<file path="config.mk">
export PLATFORM = sky130hd
export DESIGN_NAME = postfix_expression_evaluator_top
export DESIGN_NICKNAME = d
export VERILOG_FILES = /design/src/rtl/pee_pkg.sv /design/src/rtl/postfix_expression_evaluator_top.sv /design/src/rtl/pee_front.sv /design/src/rtl/pee_alu.sv /design/src/rtl/pee_back.sv
export SDC_FILE = /design/constraint.sdc
export NUM_CORES = 2
export LEC_CHECK = 0
export ABC_AREA = 1
export BUFFER_PORTS_ARGS = -buffer_cell sky130_fd_sc_hd__buf_2
export CORE_MARGIN = 1
export CORE_UTILIZATION = 33
export CTS_BUF_LIST = sky130_fd_sc_hd__clkbuf_2 sky130_fd_sc_hd__clkbuf_4 sky130_fd_sc_hd__clkbuf_8
export CTS_CLUSTER_DIAMETER = 30
export DETAILED_ROUTE_END_ITERATION = 6
export PLACE_DENSITY_LB_ADDON = 0.25
export RECOVER_POWER = 25
export SLEW_MARGIN = 10
export SYNTH_ARGS = -nofsm -noshare
export SYNTH_HDL_FRONTEND = slang
export SYNTH_SLANG_ARGS = --single-unit
export TNS_END_PERCENT = 1
</file>
<file path="constraint.sdc">
create_clock -name i_clk -period 7.4 [get_ports i_clk]
set_input_delay 0 -clock i_clk [delete_from_list [all_inputs] [get_ports i_clk]]
set_output_delay 0 -clock i_clk [all_outputs]
set_load 0.005 [all_outputs]
</file>
<file path="src/rtl/pee_pkg.sv">
// Shared package of the postfix expression evaluator.
// Holds sizes, symbol codes, command and status types and the state enums.
// Depends on nothing; every other file of the block imports it.
`default_nettype none

package pee_pkg;

    // Sizes of the operand stack and of the datapath.
    localparam int STACK_DEPTH = 64;
    localparam int PTR_W       = $clog2(STACK_DEPTH);
    localparam int CNT_W       = $clog2(STACK_DEPTH + 1);
    localparam int DATA_W      = 32;
    localparam int SYM_W       = 8;
    localparam int STEP_W      = $clog2(DATA_W);

    // Character codes of the expression alphabet.
    localparam logic [SYM_W-1:0] SYM_END    = 8'h00;
    localparam logic [SYM_W-1:0] SYM_MUL    = 8'h2A;
    localparam logic [SYM_W-1:0] SYM_ADD    = 8'h2B;
    localparam logic [SYM_W-1:0] SYM_SUB    = 8'h2D;
    localparam logic [SYM_W-1:0] SYM_DIV    = 8'h2F;
    localparam logic [SYM_W-1:0] SYM_POW    = 8'h5E;
    localparam logic [SYM_W-1:0] SYM_DIG_LO = 8'h30;
    localparam logic [SYM_W-1:0] SYM_DIG_HI = 8'h39;
    localparam logic [SYM_W-1:0] SYM_UC_LO  = 8'h41;
    localparam logic [SYM_W-1:0] SYM_UC_HI  = 8'h5A;
    localparam logic [SYM_W-1:0] SYM_LC_LO  = 8'h61;
    localparam logic [SYM_W-1:0] SYM_LC_HI  = 8'h7A;

    // Sticky status codes.
    typedef enum logic [1:0] {
        ST_OK    = 2'd0,
        ST_UNDER = 2'd1,
        ST_OVER  = 2'd2,
        ST_DIVZ  = 2'd3
    } t_status;

    // Kind of a classified command.
    typedef enum logic [1:0] {
        K_PUSH,
        K_OP,
        K_END
    } t_kind;

    // Arithmetic operations.
    typedef enum logic [2:0] {
        OP_ADD,
        OP_SUB,
        OP_MUL,
        OP_DIV,
        OP_POW
    } t_op;

    // One command as it travels from the front end to the stack engine.
    typedef struct packed {
        t_kind             kind;
        t_op               op;
        logic [DATA_W-1:0] value;
    } t_cmd;

    // Control between the stack engine and the arithmetic unit.
    typedef struct packed {
        logic start;
        t_op  op;
    } t_alu_req;

    typedef struct packed {
        logic done;
        logic divz;
    } t_alu_rsp;

    // Stack engine states.
    typedef enum logic [2:0] {
        B_IDLE,
        B_POP_L,
        B_EXEC,
        B_WAIT,
        B_END
    } t_back_state;

    // Arithmetic unit states.
    typedef enum logic [2:0] {
        A_IDLE,
        A_POW,
        A_DIV,
        A_FIX,
        A_DONE
    } t_alu_state;

    // The first error of an expression is kept.
    function automatic t_status flag_err(input t_status cur, input t_status code);
        flag_err = (cur == ST_OK) ? code : cur;
    endfunction

endpackage

`default_nettype wire

</file>
<file path="src/rtl/postfix_expression_evaluator_top.sv">
// Postfix expression evaluator: one expression character per input request,
// one result request for each end-of-expression character.
//
// Input channel (i_in_valid / o_in_ready): i_symbol is the character and
// i_operand_value the value pushed for a letter. Digits push 0..9; the
// operators + - * / ^ pop right, then left, and push the wrapping result.
// Other nonzero characters are accepted and dropped. A zero character
// pops the final value and returns it with the sticky status on the
// output channel (o_out_valid / i_out_ready), then clears the stack.
// A push is done in the idle state of the stack engine, so pushes stream at
// one per cycle while that engine is idle; add and subtract go straight to
// the done state, multiply is one round of the power loop, divide makes one
// quotient bit per cycle in the arithmetic unit and power one exponent bit
// per round. A result passes the queue, the stack read and output registers.
// A two-entry queue sits between the front end and the stack engine, so input
// requests are taken while an operation runs or a result waits, until full.
// When the receiver stalls, the result stays in its output register and the
// stack engine holds at the end character until it is taken.
// Reset (synchronous, active low) empties the stack and the queue and clears
// the status; the stack memory itself needs no clearing.
// Depends on pee_pkg, pee_front, pee_alu and pee_back.
`default_nettype none

module postfix_expression_evaluator_top (
    input  wire logic                          i_clk,
    input  wire logic                          i_rst_n,
    input  wire logic                          i_in_valid,
    output logic                               o_in_ready,
    input  wire logic [pee_pkg::SYM_W-1:0]     i_symbol,
    input  wire logic signed [pee_pkg::DATA_W-1:0] i_operand_value,
    output logic                               o_out_valid,
    input  wire logic                          i_out_ready,
    output logic signed [pee_pkg::DATA_W-1:0]  o_final_value,
    output logic [1:0]                         o_status
);
    import pee_pkg::*;

    logic              cmd_valid;
    logic              cmd_ready;
    t_cmd              cmd;
    t_alu_req          alu_req;
    t_alu_rsp          alu_rsp;
    logic [DATA_W-1:0] alu_a;
    logic [DATA_W-1:0] alu_b;
    logic [DATA_W-1:0] alu_result;

    // Character classification and command queue.
    pee_front u_front (
        .i_clk           (i_clk),
        .i_rst_n         (i_rst_n),
        .i_in_valid      (i_in_valid),
        .o_in_ready      (o_in_ready),
        .i_symbol        (i_symbol),
        .i_operand_value (i_operand_value),
        .o_cmd_valid     (cmd_valid),
        .i_cmd_ready     (cmd_ready),
        .o_cmd           (cmd)
    );

    // Stack engine with the operand memory and the result register.
    pee_back u_back (
        .i_clk         (i_clk),
        .i_rst_n       (i_rst_n),
        .i_cmd_valid   (cmd_valid),
        .o_cmd_ready   (cmd_ready),
        .i_cmd         (cmd),
        .o_alu_req     (alu_req),
        .o_alu_a       (alu_a),
        .o_alu_b       (alu_b),
        .i_alu_rsp     (alu_rsp),
        .i_alu_result  (alu_result),
        .o_out_valid   (o_out_valid),
        .i_out_ready   (i_out_ready),
        .o_final_value (o_final_value),
        .o_status      (o_status)
    );

    // Multi-cycle arithmetic unit.
    pee_alu u_alu (
        .i_clk    (i_clk),
        .i_rst_n  (i_rst_n),
        .i_req    (alu_req),
        .i_a      (alu_a),
        .i_b      (alu_b),
        .o_rsp    (alu_rsp),
        .o_result (alu_result)
    );

endmodule

`default_nettype wire

</file>
<file path="src/rtl/pee_front.sv">
// Front end: accepts expression characters, classifies them and queues commands.
// Holds a two-entry command queue towards the stack engine. Depends on pee_pkg.
`default_nettype none

module pee_front (
    input  wire logic                         i_clk,
    input  wire logic                         i_rst_n,
    input  wire logic                         i_in_valid,
    output logic                              o_in_ready,
    input  wire logic [pee_pkg::SYM_W-1:0]    i_symbol,
    input  wire logic signed [pee_pkg::DATA_W-1:0] i_operand_value,
    output logic                              o_cmd_valid,
    input  wire logic                         i_cmd_ready,
    output pee_pkg::t_cmd                     o_cmd
);
    import pee_pkg::*;

    logic       keep;
    t_cmd       cmd_in;
    logic       wr_en;
    logic       rd_en;
    t_cmd       r_q [2];
    logic       r_wp;
    logic       r_rp;
    logic [1:0] r_fill;
    logic [1:0] n_fill;

    // Classify the character; characters outside the alphabet are dropped.
    always_comb begin
        keep         = 1'b1;
        cmd_in.kind  = K_PUSH;
        cmd_in.op    = OP_ADD;
        cmd_in.value = i_operand_value;
        unique case (i_symbol) inside
            SYM_END: begin
                cmd_in.kind = K_END;
            end
            [SYM_DIG_LO:SYM_DIG_HI]: begin
                cmd_in.value = {{(DATA_W-4){1'b0}}, i_symbol[3:0]};
            end
            [SYM_UC_LO:SYM_UC_HI], [SYM_LC_LO:SYM_LC_HI]: begin
                cmd_in.value = i_operand_value;
            end
            SYM_ADD: begin
                cmd_in.kind = K_OP;
                cmd_in.op   = OP_ADD;
            end
            SYM_SUB: begin
                cmd_in.kind = K_OP;
                cmd_in.op   = OP_SUB;
            end
            SYM_MUL: begin
                cmd_in.kind = K_OP;
                cmd_in.op   = OP_MUL;
            end
            SYM_DIV: begin
                cmd_in.kind = K_OP;
                cmd_in.op   = OP_DIV;
            end
            SYM_POW: begin
                cmd_in.kind = K_OP;
                cmd_in.op   = OP_POW;
            end
            default: begin
                keep = 1'b0;
            end
        endcase
    end

    // Queue handshakes on both sides.
    assign o_in_ready  = (r_fill != 2'd2);
    assign o_cmd_valid = (r_fill != 2'd0);
    assign o_cmd       = r_q[r_rp];
    assign wr_en       = i_in_valid && o_in_ready && keep;
    assign rd_en       = o_cmd_valid && i_cmd_ready;

    // Fill level of the queue.
    always_comb begin
        case ({wr_en, rd_en})
            2'b10:   n_fill = r_fill + 2'd1;
            2'b01:   n_fill = r_fill - 2'd1;
            default: n_fill = r_fill;
        endcase
    end

    // Queue pointers and fill level.
    always_ff @(posedge i_clk) begin
        if (!i_rst_n) begin
            r_wp   <= 1'b0;
            r_rp   <= 1'b0;
            r_fill <= 2'd0;
        end else begin
            if (wr_en) begin
                r_wp <= ~r_wp;
            end
            if (rd_en) begin
                r_rp <= ~r_rp;
            end
            r_fill <= n_fill;
        end
    end

    // Queue storage.
    always_ff @(posedge i_clk) begin
        if (wr_en) begin
            r_q[r_wp] <= cmd_in;
        end
    end

endmodule

`default_nettype wire

</file>
<file path="src/rtl/pee_alu.sv">
// Arithmetic unit: add, subtract, multiply, divide and power on 32-bit words.
// Divide is restoring, one quotient bit per cycle; power is square-and-multiply.
// Depends on pee_pkg.
`default_nettype none

module pee_alu (
    input  wire logic                      i_clk,
    input  wire logic                      i_rst_n,
    input  wire pee_pkg::t_alu_req         i_req,
    input  wire logic [pee_pkg::DATA_W-1:0] i_a,
    input  wire logic [pee_pkg::DATA_W-1:0] i_b,
    output pee_pkg::t_alu_rsp              o_rsp,
    output logic [pee_pkg::DATA_W-1:0]     o_result
);
    import pee_pkg::*;

    t_alu_state        r_state;
    t_alu_state        n_state;
    logic [DATA_W-1:0] r_acc;
    logic [DATA_W-1:0] n_acc;
    logic [DATA_W-1:0] r_base;
    logic [DATA_W-1:0] n_base;
    logic [DATA_W-1:0] r_exp;
    logic [DATA_W-1:0] n_exp;
    logic [DATA_W-1:0] r_rem;
    logic [DATA_W-1:0] n_rem;
    logic [STEP_W-1:0] r_step;
    logic [STEP_W-1:0] n_step;
    logic              r_neg;
    logic              n_neg;
    logic              r_divz;
    logic              n_divz;
    logic [DATA_W-1:0] mag_a;
    logic [DATA_W-1:0] mag_b;
    logic [DATA_W-1:0] prod_acc;
    logic [DATA_W-1:0] prod_base;
    logic [DATA_W:0]   trial;
    logic [DATA_W:0]   diff;

    // Magnitudes of the operands for the divider.
    assign mag_a = i_a[DATA_W-1] ? (-i_a) : i_a;
    assign mag_b = i_b[DATA_W-1] ? (-i_b) : i_b;

    // One multiplier for the running product, one for squaring the base.
    assign prod_acc  = r_acc * r_base;
    assign prod_base = r_base * r_base;

    // Trial subtraction of the restoring divider.
    assign trial = {r_rem, r_acc[DATA_W-1]};
    assign diff  = trial - {1'b0, r_base};

    // Next state.
    always_comb begin
        n_state = r_state;
        unique case (r_state)
            A_IDLE: begin
                if (i_req.start) begin
                    unique case (i_req.op) inside
                        OP_ADD, OP_SUB: n_state = A_DONE;
                        OP_MUL:         n_state = A_POW;
                        OP_DIV:         n_state = (i_b == '0) ? A_DONE : A_DIV;
                        OP_POW:         n_state = i_b[DATA_W-1] ? A_DONE : A_POW;
                        default:        n_state = A_DONE;
                    endcase
                end
            end
            A_POW: begin
                if (r_exp == '0) begin
                    n_state = A_DONE;
                end
            end
            A_DIV: begin
                if (r_step == '1) begin
                    n_state = A_FIX;
                end
            end
            A_FIX:   n_state = A_DONE;
            A_DONE:  n_state = A_IDLE;
            default: n_state = A_IDLE;
        endcase
    end

    // Datapath and response.
    always_comb begin
        n_acc    = r_acc;
        n_base   = r_base;
        n_exp    = r_exp;
        n_rem    = r_rem;
        n_step   = r_step;
        n_neg    = r_neg;
        n_divz   = r_divz;
        o_rsp.done = (r_state == A_DONE);
        o_rsp.divz = r_divz;
        o_result   = r_acc;
        unique case (r_state)
            A_IDLE: begin
                if (i_req.start) begin
                    n_divz = 1'b0;
                    unique case (i_req.op)
                        OP_ADD: n_acc = i_a + i_b;
                        OP_SUB: n_acc = i_a - i_b;
                        // A multiply is one round of the power loop.
                        OP_MUL: begin
                            n_acc  = i_a;
                            n_base = i_b;
                            n_exp  = DATA_W'(1);
                        end
                        OP_DIV: begin
                            if (i_b == '0) begin
                                n_acc  = '0;
                                n_divz = 1'b1;
                            end else begin
                                n_acc  = mag_a;
                                n_base = mag_b;
                                n_rem  = '0;
                                n_step = '0;
                                n_neg  = i_a[DATA_W-1] ^ i_b[DATA_W-1];
                            end
                        end
                        OP_POW: begin
                            if (i_b[DATA_W-1]) begin
                                // Negative exponent: only a base of one or minus one survives.
                                if (i_a == DATA_W'(1)) begin
                                    n_acc = DATA_W'(1);
                                end else if (i_a == '1) begin
                                    n_acc = i_b[0] ? '1 : DATA_W'(1);
                                end else begin
                                    n_acc = '0;
                                end
                            end else begin
                                n_acc  = DATA_W'(1);
                                n_base = i_a;
                                n_exp  = i_b;
                            end
                        end
                        default: n_acc = '0;
                    endcase
                end
            end
            A_POW: begin
                if (r_exp != '0) begin
                    if (r_exp[0]) begin
                        n_acc = prod_acc;
                    end
                    n_base = prod_base;
                    n_exp  = r_exp >> 1;
                end
            end
            A_DIV: begin
                if (!diff[DATA_W]) begin
                    n_rem = diff[DATA_W-1:0];
                end else begin
                    n_rem = trial[DATA_W-1:0];
                end
                n_acc  = {r_acc[DATA_W-2:0], ~diff[DATA_W]};
                n_step = r_step + STEP_W'(1);
            end
            A_FIX: begin
                if (r_neg) begin
                    n_acc = -r_acc;
                end
            end
            A_DONE: begin
            end
            default: begin
            end
        endcase
    end

    // Control state.
    always_ff @(posedge i_clk) begin
        if (!i_rst_n) begin
            r_state <= A_IDLE;
        end else begin
            r_state <= n_state;
        end
    end

    // Datapath registers.
    always_ff @(posedge i_clk) begin
        r_acc  <= n_acc;
        r_base <= n_base;
        r_exp  <= n_exp;
        r_rem  <= n_rem;
        r_step <= n_step;
        r_neg  <= n_neg;
        r_divz <= n_divz;
    end

endmodule

`default_nettype wire

</file>
<file path="src/rtl/pee_back.sv">
// Stack engine: carries out queued commands on the operand stack memory.
// Owns the stack RAM, the sticky status and the result register.
// Depends on pee_pkg and drives the arithmetic unit pee_alu.
`default_nettype none

module pee_back (
    input  wire logic                        i_clk,
    input  wire logic                        i_rst_n,
    input  wire logic                        i_cmd_valid,
    output logic                             o_cmd_ready,
    input  wire pee_pkg::t_cmd               i_cmd,
    output pee_pkg::t_alu_req                o_alu_req,
    output logic [pee_pkg::DATA_W-1:0]       o_alu_a,
    output logic [pee_pkg::DATA_W-1:0]       o_alu_b,
    input  wire pee_pkg::t_alu_rsp           i_alu_rsp,
    input  wire logic [pee_pkg::DATA_W-1:0]  i_alu_result,
    output logic                             o_out_valid,
    input  wire logic                        i_out_ready,
    output logic signed [pee_pkg::DATA_W-1:0] o_final_value,
    output logic [1:0]                       o_status
);
    import pee_pkg::*;

    t_back_state       r_state;
    t_back_state       n_state;
    logic [CNT_W-1:0]  r_count;
    logic [CNT_W-1:0]  n_count;
    t_status           r_err;
    t_status           n_err;
    t_status           err_tmp;
    logic              r_rd_ok;
    logic              n_rd_ok;
    logic [DATA_W-1:0] r_right;
    logic [DATA_W-1:0] n_right;
    t_op               r_op;
    t_op               n_op;
    logic              r_out_valid;
    logic              n_out_valid;
    logic [DATA_W-1:0] r_final;
    logic [DATA_W-1:0] n_final;
    t_status           r_status;
    t_status           n_status;
    logic [DATA_W-1:0] r_stack [STACK_DEPTH];
    logic [DATA_W-1:0] r_mem_q;
    logic              mem_we;
    logic              mem_re;
    logic [PTR_W-1:0]  mem_waddr;
    logic [PTR_W-1:0]  mem_raddr;
    logic [DATA_W-1:0] mem_wdata;
    logic [CNT_W-1:0]  cnt_m1;
    logic              empty;
    logic              full;
    logic [DATA_W-1:0] pop_data;
    logic              out_free;

    // Stack level and the value of the last pop (zero after an underflow).
    assign cnt_m1   = r_count - CNT_W'(1);
    assign empty    = (r_count == '0);
    assign full     = (r_count == CNT_W'(STACK_DEPTH));
    assign pop_data = r_rd_ok ? r_mem_q : '0;
    assign out_free = !r_out_valid || i_out_ready;

    // Next state.
    always_comb begin
        n_state = r_state;
        unique case (r_state)
            B_IDLE: begin
                if (i_cmd_valid) begin
                    unique case (i_cmd.kind)
                        K_OP:    n_state = B_POP_L;
                        K_END:   n_state = B_END;
                        default: n_state = B_IDLE;
                    endcase
                end
            end
            B_POP_L: n_state = B_EXEC;
            B_EXEC:  n_state = B_WAIT;
            B_WAIT: begin
                if (i_alu_rsp.done) begin
                    n_state = B_IDLE;
                end
            end
            B_END: begin
                if (out_free) begin
                    n_state = B_IDLE;
                end
            end
            default: n_state = B_IDLE;
        endcase
    end

    // Stack operations, status and result register.
    always_comb begin
        o_cmd_ready     = 1'b0;
        n_count         = r_count;
        n_err           = r_err;
        err_tmp         = r_err;
        n_rd_ok         = r_rd_ok;
        n_right         = r_right;
        n_op            = r_op;
        mem_we          = 1'b0;
        mem_re          = 1'b0;
        mem_waddr       = r_count[PTR_W-1:0];
        mem_raddr       = cnt_m1[PTR_W-1:0];
        mem_wdata       = i_cmd.value;
        o_alu_req.start = 1'b0;
        o_alu_req.op    = r_op;
        o_alu_a         = pop_data;
        o_alu_b         = r_right;
        n_out_valid     = r_out_valid && !i_out_ready;
        n_final         = r_final;
        n_status        = r_status;
        unique case (r_state)
            B_IDLE: begin
                o_cmd_ready = 1'b1;
                if (i_cmd_valid) begin
                    unique case (i_cmd.kind)
                        K_PUSH: begin
                            if (full) begin
                                n_err = flag_err(r_err, ST_OVER);
                            end else begin
                                mem_we  = 1'b1;
                                n_count = r_count + CNT_W'(1);
                            end
                        end
                        K_OP, K_END: begin
                            // Pop the right operand, or the final value.
                            n_op = i_cmd.op;
                            if (empty) begin
                                n_err   = flag_err(r_err, ST_UNDER);
                                n_rd_ok = 1'b0;
                            end else begin
                                mem_re  = 1'b1;
                                n_count = cnt_m1;
                                n_rd_ok = 1'b1;
                            end
                        end
                        default: begin
                        end
                    endcase
                end
            end
            B_POP_L: begin
                // Keep the right operand and pop the left one.
                n_right = pop_data;
                if (empty) begin
                    n_err   = flag_err(r_err, ST_UNDER);
                    n_rd_ok = 1'b0;
                end else begin
                    mem_re  = 1'b1;
                    n_count = cnt_m1;
                    n_rd_ok = 1'b1;
                end
            end
            B_EXEC: begin
                o_alu_req.start = 1'b1;
            end
            B_WAIT: begin
                // Push the result once the arithmetic unit is done.
                if (i_alu_rsp.done) begin
                    if (i_alu_rsp.divz) begin
                        err_tmp = flag_err(r_err, ST_DIVZ);
                    end
                    n_err = err_tmp;
                    if (full) begin
                        n_err = flag_err(err_tmp, ST_OVER);
                    end else begin
                        mem_we    = 1'b1;
                        mem_wdata = i_alu_result;
                        n_count   = r_count + CNT_W'(1);
                    end
                end
            end
            B_END: begin
                // Emit the result and clear the stack for the next expression.
                if (out_free) begin
                    n_out_valid = 1'b1;
                    n_final     = pop_data;
                    n_status    = r_err;
                    n_count     = '0;
                    n_err       = ST_OK;
                end
            end
            default: begin
            end
        endcase
    end

    // Control registers.
    always_ff @(posedge i_clk) begin
        if (!i_rst_n) begin
            r_state     <= B_IDLE;
            r_count     <= '0;
            r_err       <= ST_OK;
            r_out_valid <= 1'b0;
        end else begin
            r_state     <= n_state;
            r_count     <= n_count;
            r_err       <= n_err;
            r_out_valid <= n_out_valid;
        end
    end

    // Operand and result registers.
    always_ff @(posedge i_clk) begin
        r_rd_ok  <= n_rd_ok;
        r_right  <= n_right;
        r_op     <= n_op;
        r_final  <= n_final;
        r_status <= n_status;
    end

    // Operand stack memory with registered read data.
    always_ff @(posedge i_clk) begin
        if (mem_we) begin
            r_stack[mem_waddr] <= mem_wdata;
        end
        if (mem_re) begin
            r_mem_q <= r_stack[mem_raddr];
        end
    end

    assign o_out_valid   = r_out_valid;
    assign o_final_value = r_final;
    assign o_status      = r_status;

    // The stack level never passes its depth.
    a_count_bound: assert property (@(posedge i_clk) disable iff (!i_rst_n)
        r_count <= CNT_W'(STACK_DEPTH))
        else $error("stack level above depth");

    // A write to the stack only lands below the top of the memory.
    a_write_in_range: assert property (@(posedge i_clk) disable iff (!i_rst_n)
        mem_we |-> (r_count < CNT_W'(STACK_DEPTH)))
        else $error("stack write on a full stack");

    // The arithmetic unit only reports completion while it is awaited.
    a_alu_done_wait: assert property (@(posedge i_clk) disable iff (!i_rst_n)
        i_alu_rsp.done |-> (r_state == B_WAIT))
        else $error("arithmetic result outside the wait state");

    // Emitting a result leaves an empty stack and a clean status.
    a_end_clears: assert property (@(posedge i_clk) disable iff (!i_rst_n)
        (r_state == B_END && out_free) |=> (r_count == '0 && r_err == ST_OK && r_out_valid))
        else $error("end of expression did not clear the stack");

endmodule

`default_nettype wire

</file>
; ---- Word level (Yosys, flattened, before mapping)
; Memories as Yosys holds them, arrays and structs flattened. A register that Yosys moved wholly into a read port is not among the register bits.
; Index checks and enable logic that the tools add are counted.
[totals]
register_bits = 225
latch_bits = 0
mem_bits_rw = 2122
rom_bits = 0
inputBits = 44
out_inout_bits = 36
wordCells = 234
mem_count = 2
[mem_list]
columns = memory, depth, width, rd, rd_ports_with_merged_regs, write_ports, line
row1 = u_back.r_stack, 64, 32, 1, 1, 1, pee_back.sv:43  ; logic [DATA_W-1:0] r_stack [STACK_DEPTH];
row2 = u_front.r_q, 2, 37, 1, 1, 1, pee_front.sv:22  ; t_cmd r_q [2];
[classes]
add_sub_neg = 11
mul = 2
n_div = 0
n_lt_le_gt_ge = 6
eq_ne = 45
shift = 0
n_mux = 99
bitwise_logic = 5
reduce_logical = 44
[ops]
columns = op, n
row1 = 2-to-1 mux 32 bit, 27
row2 = one-hot mux 32 bit (2 select lines), 4
row3 = one-hot mux 32 bit (5 select lines), 1
row4 = one-hot mux 32 bit (4 select lines), 1
row5 = negator 32 bit, 3
row6 = one-hot mux 32 bit (3 select lines), 1
row7 = logical NOT 32 bit, 2
row8 = multiplier 32 x 32 -> 32 bit, 2
row9 = 2-to-1 mux 7 bit, 5
row10 = subtractor 33 x 32 -> 33 bit, 1
row11 = adder 32 bit, 1
row12 = equality test 32 x 1 -> 1 bit (second input constant), 1
row13 = equality test 32 bit (second input constant), 1
row14 = equality test 8 x 6 -> 1 bit (second input constant), 4
row15 = nonzero test 32 bit, 1
row16 = subtractor 32 bit, 1
row17 = one-hot mux 7 bit (4 select lines), 1
row18 = 2-to-1 mux 2 bit, 13
row19 = 2-to-1 mux 3 bit, 8
row20 = one-hot mux 3 bit (4 select lines), 2
row21 = 2-to-1 mux 1 bit, 21
row22 = equality test 3 x 2 -> 1 bit (second input constant), 6
row23 = >= comparator 8 x 7 -> 1 bit (second input constant), 2
row24 = <= comparator 8 x 7 -> 1 bit (second input constant), 2
row25 = 49 further kinds, 101

; ---- Logic depth before layout (Yosys ltp)
[depth]
depth_word = 10
ltp_mapped = 36

; ---- By module
; From an unflattened synthesis, not the netlist that was laid out.
[hier_totals]
cells_unflattened = 13320
area_unflattened_um2 = 134614.1
[by_module_without_submodules]
columns = mod, instances, cells_per_inst, area_each_um2
row1 = pee_back, 1, 7178, 86823.3
row2 = pee_alu, 1, 5869, 44383.8
row3 = pee_front, 1, 273, 3407.0

; ---- Least setup slack after synthesis
; No wires, ideal clock.
[synth_timing]
path_type = flip-flop to flip-flop
start = reg u_alu.r_base[4]
end = reg u_alu.r_base[23] (data pin)
setup_ns = 0.249
t_arrival_ns = 6.774
t_required_ns = 7.151
setup_slack_ns = 0.377
stages_incl_launch_ff = 29
synth_period_minus_slack_ns = 7.023
cell_sequence = edfxtp_1 > clkbuf_1 > buf_1 > nand2_1 > fa_1 > inv_1 > fa_1 > inv_1 > fa_1 > fa_1 > inv_1 > fa_1 > inv_1 > fa_1 > inv_1 > fa_1 > fa_1 > ha_1 > nand2_1 > inv_1 > nand2_1 > nor4_1 > a21oi_1 > o21ai_0 > nand3_1 > nand3_1 > nand3_1 > nand2_1 > inv_1
[synth_between]
elab_chain_len = 3
[synth_rtl]
columns = item, line
row1 = "start, declared", pee_alu.sv:21  ; logic [DATA_W-1:0] r_base;
row2 = "start signal, assigned", pee_alu.sv:182  ; r_base <= n_base;
row3 = multiplier 32 x 32 -> 32 bit, pee_alu.sv:46  ; assign prod_base = r_base * r_base;
row4 = 2-to-1 mux 32 bit, pee_alu.sv:141  ; if (r_exp != '0) begin
row5 = one-hot mux 32 bit (2 select lines), pee_alu.sv:95  ; unique case (r_state)
row6 = via u_alu.n_base[23], pee_alu.sv:22  ; logic [DATA_W-1:0] n_base;
; The timed path passes the listed nets, and every way through them passes these cells. The select of a mux whose other input is x is not followed.
; A chain may end at the register's enable or synchronous reset.

; ---- Worst setup path in the final report
[layout_timing]
start = reg u_alu.r_base[3]
end = reg u_alu.r_base[28] (data pin)
; The elaborated chain is that of the path after synthesis.

==> PnR_summary.wiki <==
{| class="wikitable"
! Metric !! Value
|-
| Run status || complete, but fails checks
|-
| Failing checks || capacitance limit, slew limit
|-
| Post-CTS Setup Bufs || 0
|-
| Number of register bits inferred by synthesis || 2379
|-
| Reg2reg path depth || 26
|-
| Area growth, synth to finish || 14.56%
|-
| Number of max-capacitance violations reported || 42
|-
| Post-route minimum period || 7128 ps
|-
| Tcrit/Tclk final || 96.33%
|-
| Post-synthesis net count || 13.95k
|-
| DRC violations left || 0
|-
| Grt total ovfl || 0
|-
| RD Place Congestion || 0.9323
|-
| Min-delay worst type || in -> reg
|-
| Routed length per placed instance || 23.86 µm
|-
| DRC marker count from the first detailed-route iteration || 9904
|-
| Share of the synthesized netlist area taken by xor and xnor gates || 0.7311%
|-
| Post-synthesis mux area share || 0.2666%
|-
| Highest clock rate || 140.3 MHz
|-
| Required time at the worst-slack endpoint || 8150 ps
|-
| Largest family of logic cells by synthesized area || adder cells
|-
| Top area cells in the synthesized netlist || edfxtp_1 53%, fa_1 12%, o21ai_0 6.0%
|-
| Post-synthesis share of cell area spent on full adders, half adders and majority gates || 14.81%
|-
| Type of destination of the critical path || flop
|-
| Width of the die || 636.4 µm
|-
| Count of synthesis-stage warnings from yosys || 0
|-
| Largest net degree at the start of global routing || 203
|-
| Fin. Hold Viols || 0
|-
| Async set-reset flop share out of synthesis || 0%
|-
| Core region area || 0.4000 mm²
|-
| Total clock sinks || 2379
|-
| Hold Path Stages || 4
|-
| Via count of the routed design || 97.41k
|-
| Slew Limit Fails || 1184
|-
| Ys flop type || edfxtp_1
|-
| Max Fanout on Critical Path || 20
|-
| Most instantiated library cell after synthesis || edfxtp_1
|-
| Maximum clock skew at final layout || 146.2 ps
|-
| Overall routing resource usage || 21.56%
|-
| Number of distinct standard cells referenced by the synthesized netlist || 74
|-
| Initial cell density of the core || 33.20%
|-
| Number of antenna violations at the first check in global routing || 25
|-
| Number of endpoints failing setup at the final stage || 0
|-
| Setup crit start kind || flop
|-
| Net count, final || 14.23k
|-
| Portion of synthesized cell area occupied by the leading cell type || 53.32%
|-
| Worst-margin pin slew || 3320 ps
|-
| Share of the synthesized area in compound gates (AO/OA/AOI/OAI) || 11.58%
|-
| Synthesized-area fraction occupied by and/or/nand/nor cells || 11.84%
|-
| CP Data Arrival Time || 7880 ps
|-
| Most used standard cells in the synthesized netlist || 2358 x edfxtp_1, 1821 x nor2_1, 1733 x inv_1
|-
| Rows || 232
|-
| Number of instances in the synthesized netlist || 12.80k
|-
| Cell accounting for the most synthesized area || edfxtp_1
|-
| Number of global-route vias before repair || 95.65k
|-
| Unrepaired setup endpoints after global routing || true
|-
| Relative slew slack || -121.3%
|-
| Die ar. || 0.4050 mm²
|-
| RR Startpoint || u_alu.r_base[3]$_DFFE_PP_
|-
| Clk_lat worst skew || 1160 ps
|-
| Wire length of the first global-routing pass || 652.6 mm
|-
| Startpoint of the worst hold path || i_in_valid
|-
| DR pass1 iterations || 7
|-
| Worst-case hold path end point || u_front.r_wp$_SDFFE_PN0P_
|-
| Root Buffer Master || clkbuf_8
|-
| Maximum level of the CTS H-tree || 5
|-
| Placed wire-length estimate || 292.1 mm
|-
| Flop-to-flop setup slack || 270 ps
|-
| Startpoint-to-endpoint class of the critical path || reg -> reg
|-
| Fraction of final layout cells with drive strength greater than 1 || 9.746%
|-
| Number of buffers added by the clock tree synthesis step || 475
|-
| Number of ports placed on the die boundary || 80
|-
| CTS clk-pin slew, worst paths || 60 ps
|-
| Number of synthesized flops with an enable pin || 2358
|-
| Routed vias/inst || 5.191
|-
| Final antenna-violating net count || 0
|-
| Total of buffers placed on input and output ports || 79
|-
| Clk buf depth || 4
|-
| Post-route setup TNS || 0 ps
|-
| Critical R2R Capture || u_alu.r_base[28]$_DFFE_PP_
|-
| Total standard cell area after synthesis || 0.1328 mm²
|-
| CTS tree || yes
|-
| Overall die height || 636.4 µm
|-
| Synthesized area per cell || 10.37 µm²
|-
| Sum of routed wire length over all layers || 447.7 mm
|-
| Register area share after synthesis || 53.63%
|}
-- what timing repair did --
action                                  in CTS  in global routing
hold buffers                                97                  0
endpoints found under the hold margin      203                  0
resized for setup                            0                 15
endpoints found under the setup margin       0                  9
-- logic make-up after synthesis --
logic type | Yosys count
AO/OA/AOI/OAI | 2778
XOR/XNOR | 110
adder cells (fa/ha/maj) | 1105
buffers and inverters | 2469
flip-flops | 2379
multiplexers | 35
AND/OR/NAND/NOR | 3926
-- flip-flops by register name (all words and copies together) (netlist names), 5 cells and up, named ones only --
register and cells:
u_back.r_stack 2048, u_front.r_q 74, u_alu.o_result 32, u_alu.r_base 32, u_alu.r_rem 32, u_back.o_alu_b 32
u_back.o_final_value 32, u_back.r_mem_q 32, u_alu.r_exp 31, u_back.r_count 7, u_alu.r_step 5
-- cell usage in the layout, fill, tap and decap left out, types with 58 or more instances in the layout --
| cell type | instances |
|---|---|
| clkbuf_8 | 482 |
| inv_1 | 1735 |
| buf_2 | 60 |
| fa_1 | 777 |
| buf_12 | 58 |
| o21ai_0 | 1585 |
| nand3_1 | 259 |
| clkinv_2 | 73 |
| nand4_1 | 60 |
| nor2_1 | 1775 |
| edfxtp_1 | 2358 |
| buf_4 | 252 |
| ha_1 | 322 |
| a21oi_1 | 249 |
| clkbuf_4 | 94 |
| nand2_1 | 1618 |
| dlygate4sd3_1 | 97 |
| o22ai_1 | 677 |
| clkinv_1 | 113 |
| xor2_1 | 77 |
-- routing by layer --
metal | share of wire, % | vias up | wire, µm | global-route usage [%]
met3 | 7.2 | 729 | 32370 | 3.370
met5 | 0.023 | - | 102 | 0
met4 | 3.3 | 14 | 14610 | 6.997
li1 | - | 44030 | - | -
met1 | 42 | 48840 | 188600 | 29.04
met2 | 47 | 3790 | 212000 | 35.55
-- cell type report --
cell class	instances	area [µm²]
repair buffers	523	4566
inverters	1749	6593
diodes	17	42.54
clock buffers	576	7340
flip-flops and latches	2379	71230
multi-input cells	7954	52780
fillers	39490	247900
well taps	5265	6588
clock inverters	302	2999
-- stage by stage --
stage / setup WS (ps) / hold slack (ps) / cells / cell area, µm² / utilization, %
2_1_floorplan: 376.8 / 173.0 / 12800 / 132800 / -
5_1_grt: -23.71 / -0.7139 / 18760 / 152100 / 38.03
6_report: 271.9 / 30.77 / 18770 / 152100 / 38.03
3_5_place_dp: 168.4 / 351.3 / 17770 / 141200 / 35.30
4_1_cts: 103.0 / 53.19 / 18750 / 152500 / 38.13
3_3_place_gp: 184.4 / 341.2 / 17770 / 141200 / 35.29
-- worst max path at each step --
stage / start / to / slack, ps / depth (start not counted)
final: u_alu.r_base[3]$_DFFE_PP_ / u_alu.r_base[28]$_DFFE_PP_ / 270 / 26
after global routing: u_alu.r_base[4]$_DFFE_PP_ / u_alu.r_base[28]$_DFFE_PP_ / -20 / 26
after CTS: u_alu.r_base[3]$_DFFE_PP_ / u_alu.r_base[23]$_DFFE_PP_ / 100 / 28
after detailed placement: u_alu.r_base[3]$_DFFE_PP_ / u_alu.r_base[23]$_DFFE_PP_ / 170 / 28
after global placement: u_alu.r_base[3]$_DFFE_PP_ / u_alu.r_base[23]$_DFFE_PP_ / 180 / 28
after floorplan: u_alu.r_base[4]$_DFFE_PP_ / u_alu.r_base[23]$_DFFE_PP_ / 380 / 28
-- critical path: stages (launching register included) --
cell,delay [ps]
edfxtp_1,460
buf_12,230
nand2_1,140
fa_1,520
inv_1,50
fa_1,510
inv_1,60
fa_1,500
inv_1,70
fa_1,580
fa_1,460
fa_1,580
fa_1,440
fa_1,460
ha_2,400
nand2_1,70
nor2_1,150
and3_4,220
nand4_1,110
nand3_1,170
nand2_1,70
nand2_1,60
inv_1,50
o21bai_1,150
a21oi_1,80
o21ai_0,120
nand3_1,120
Power is left out: the tool's default activity adds up to more than one toggle a clock period on the data nets, which glitch-free logic cannot reach.
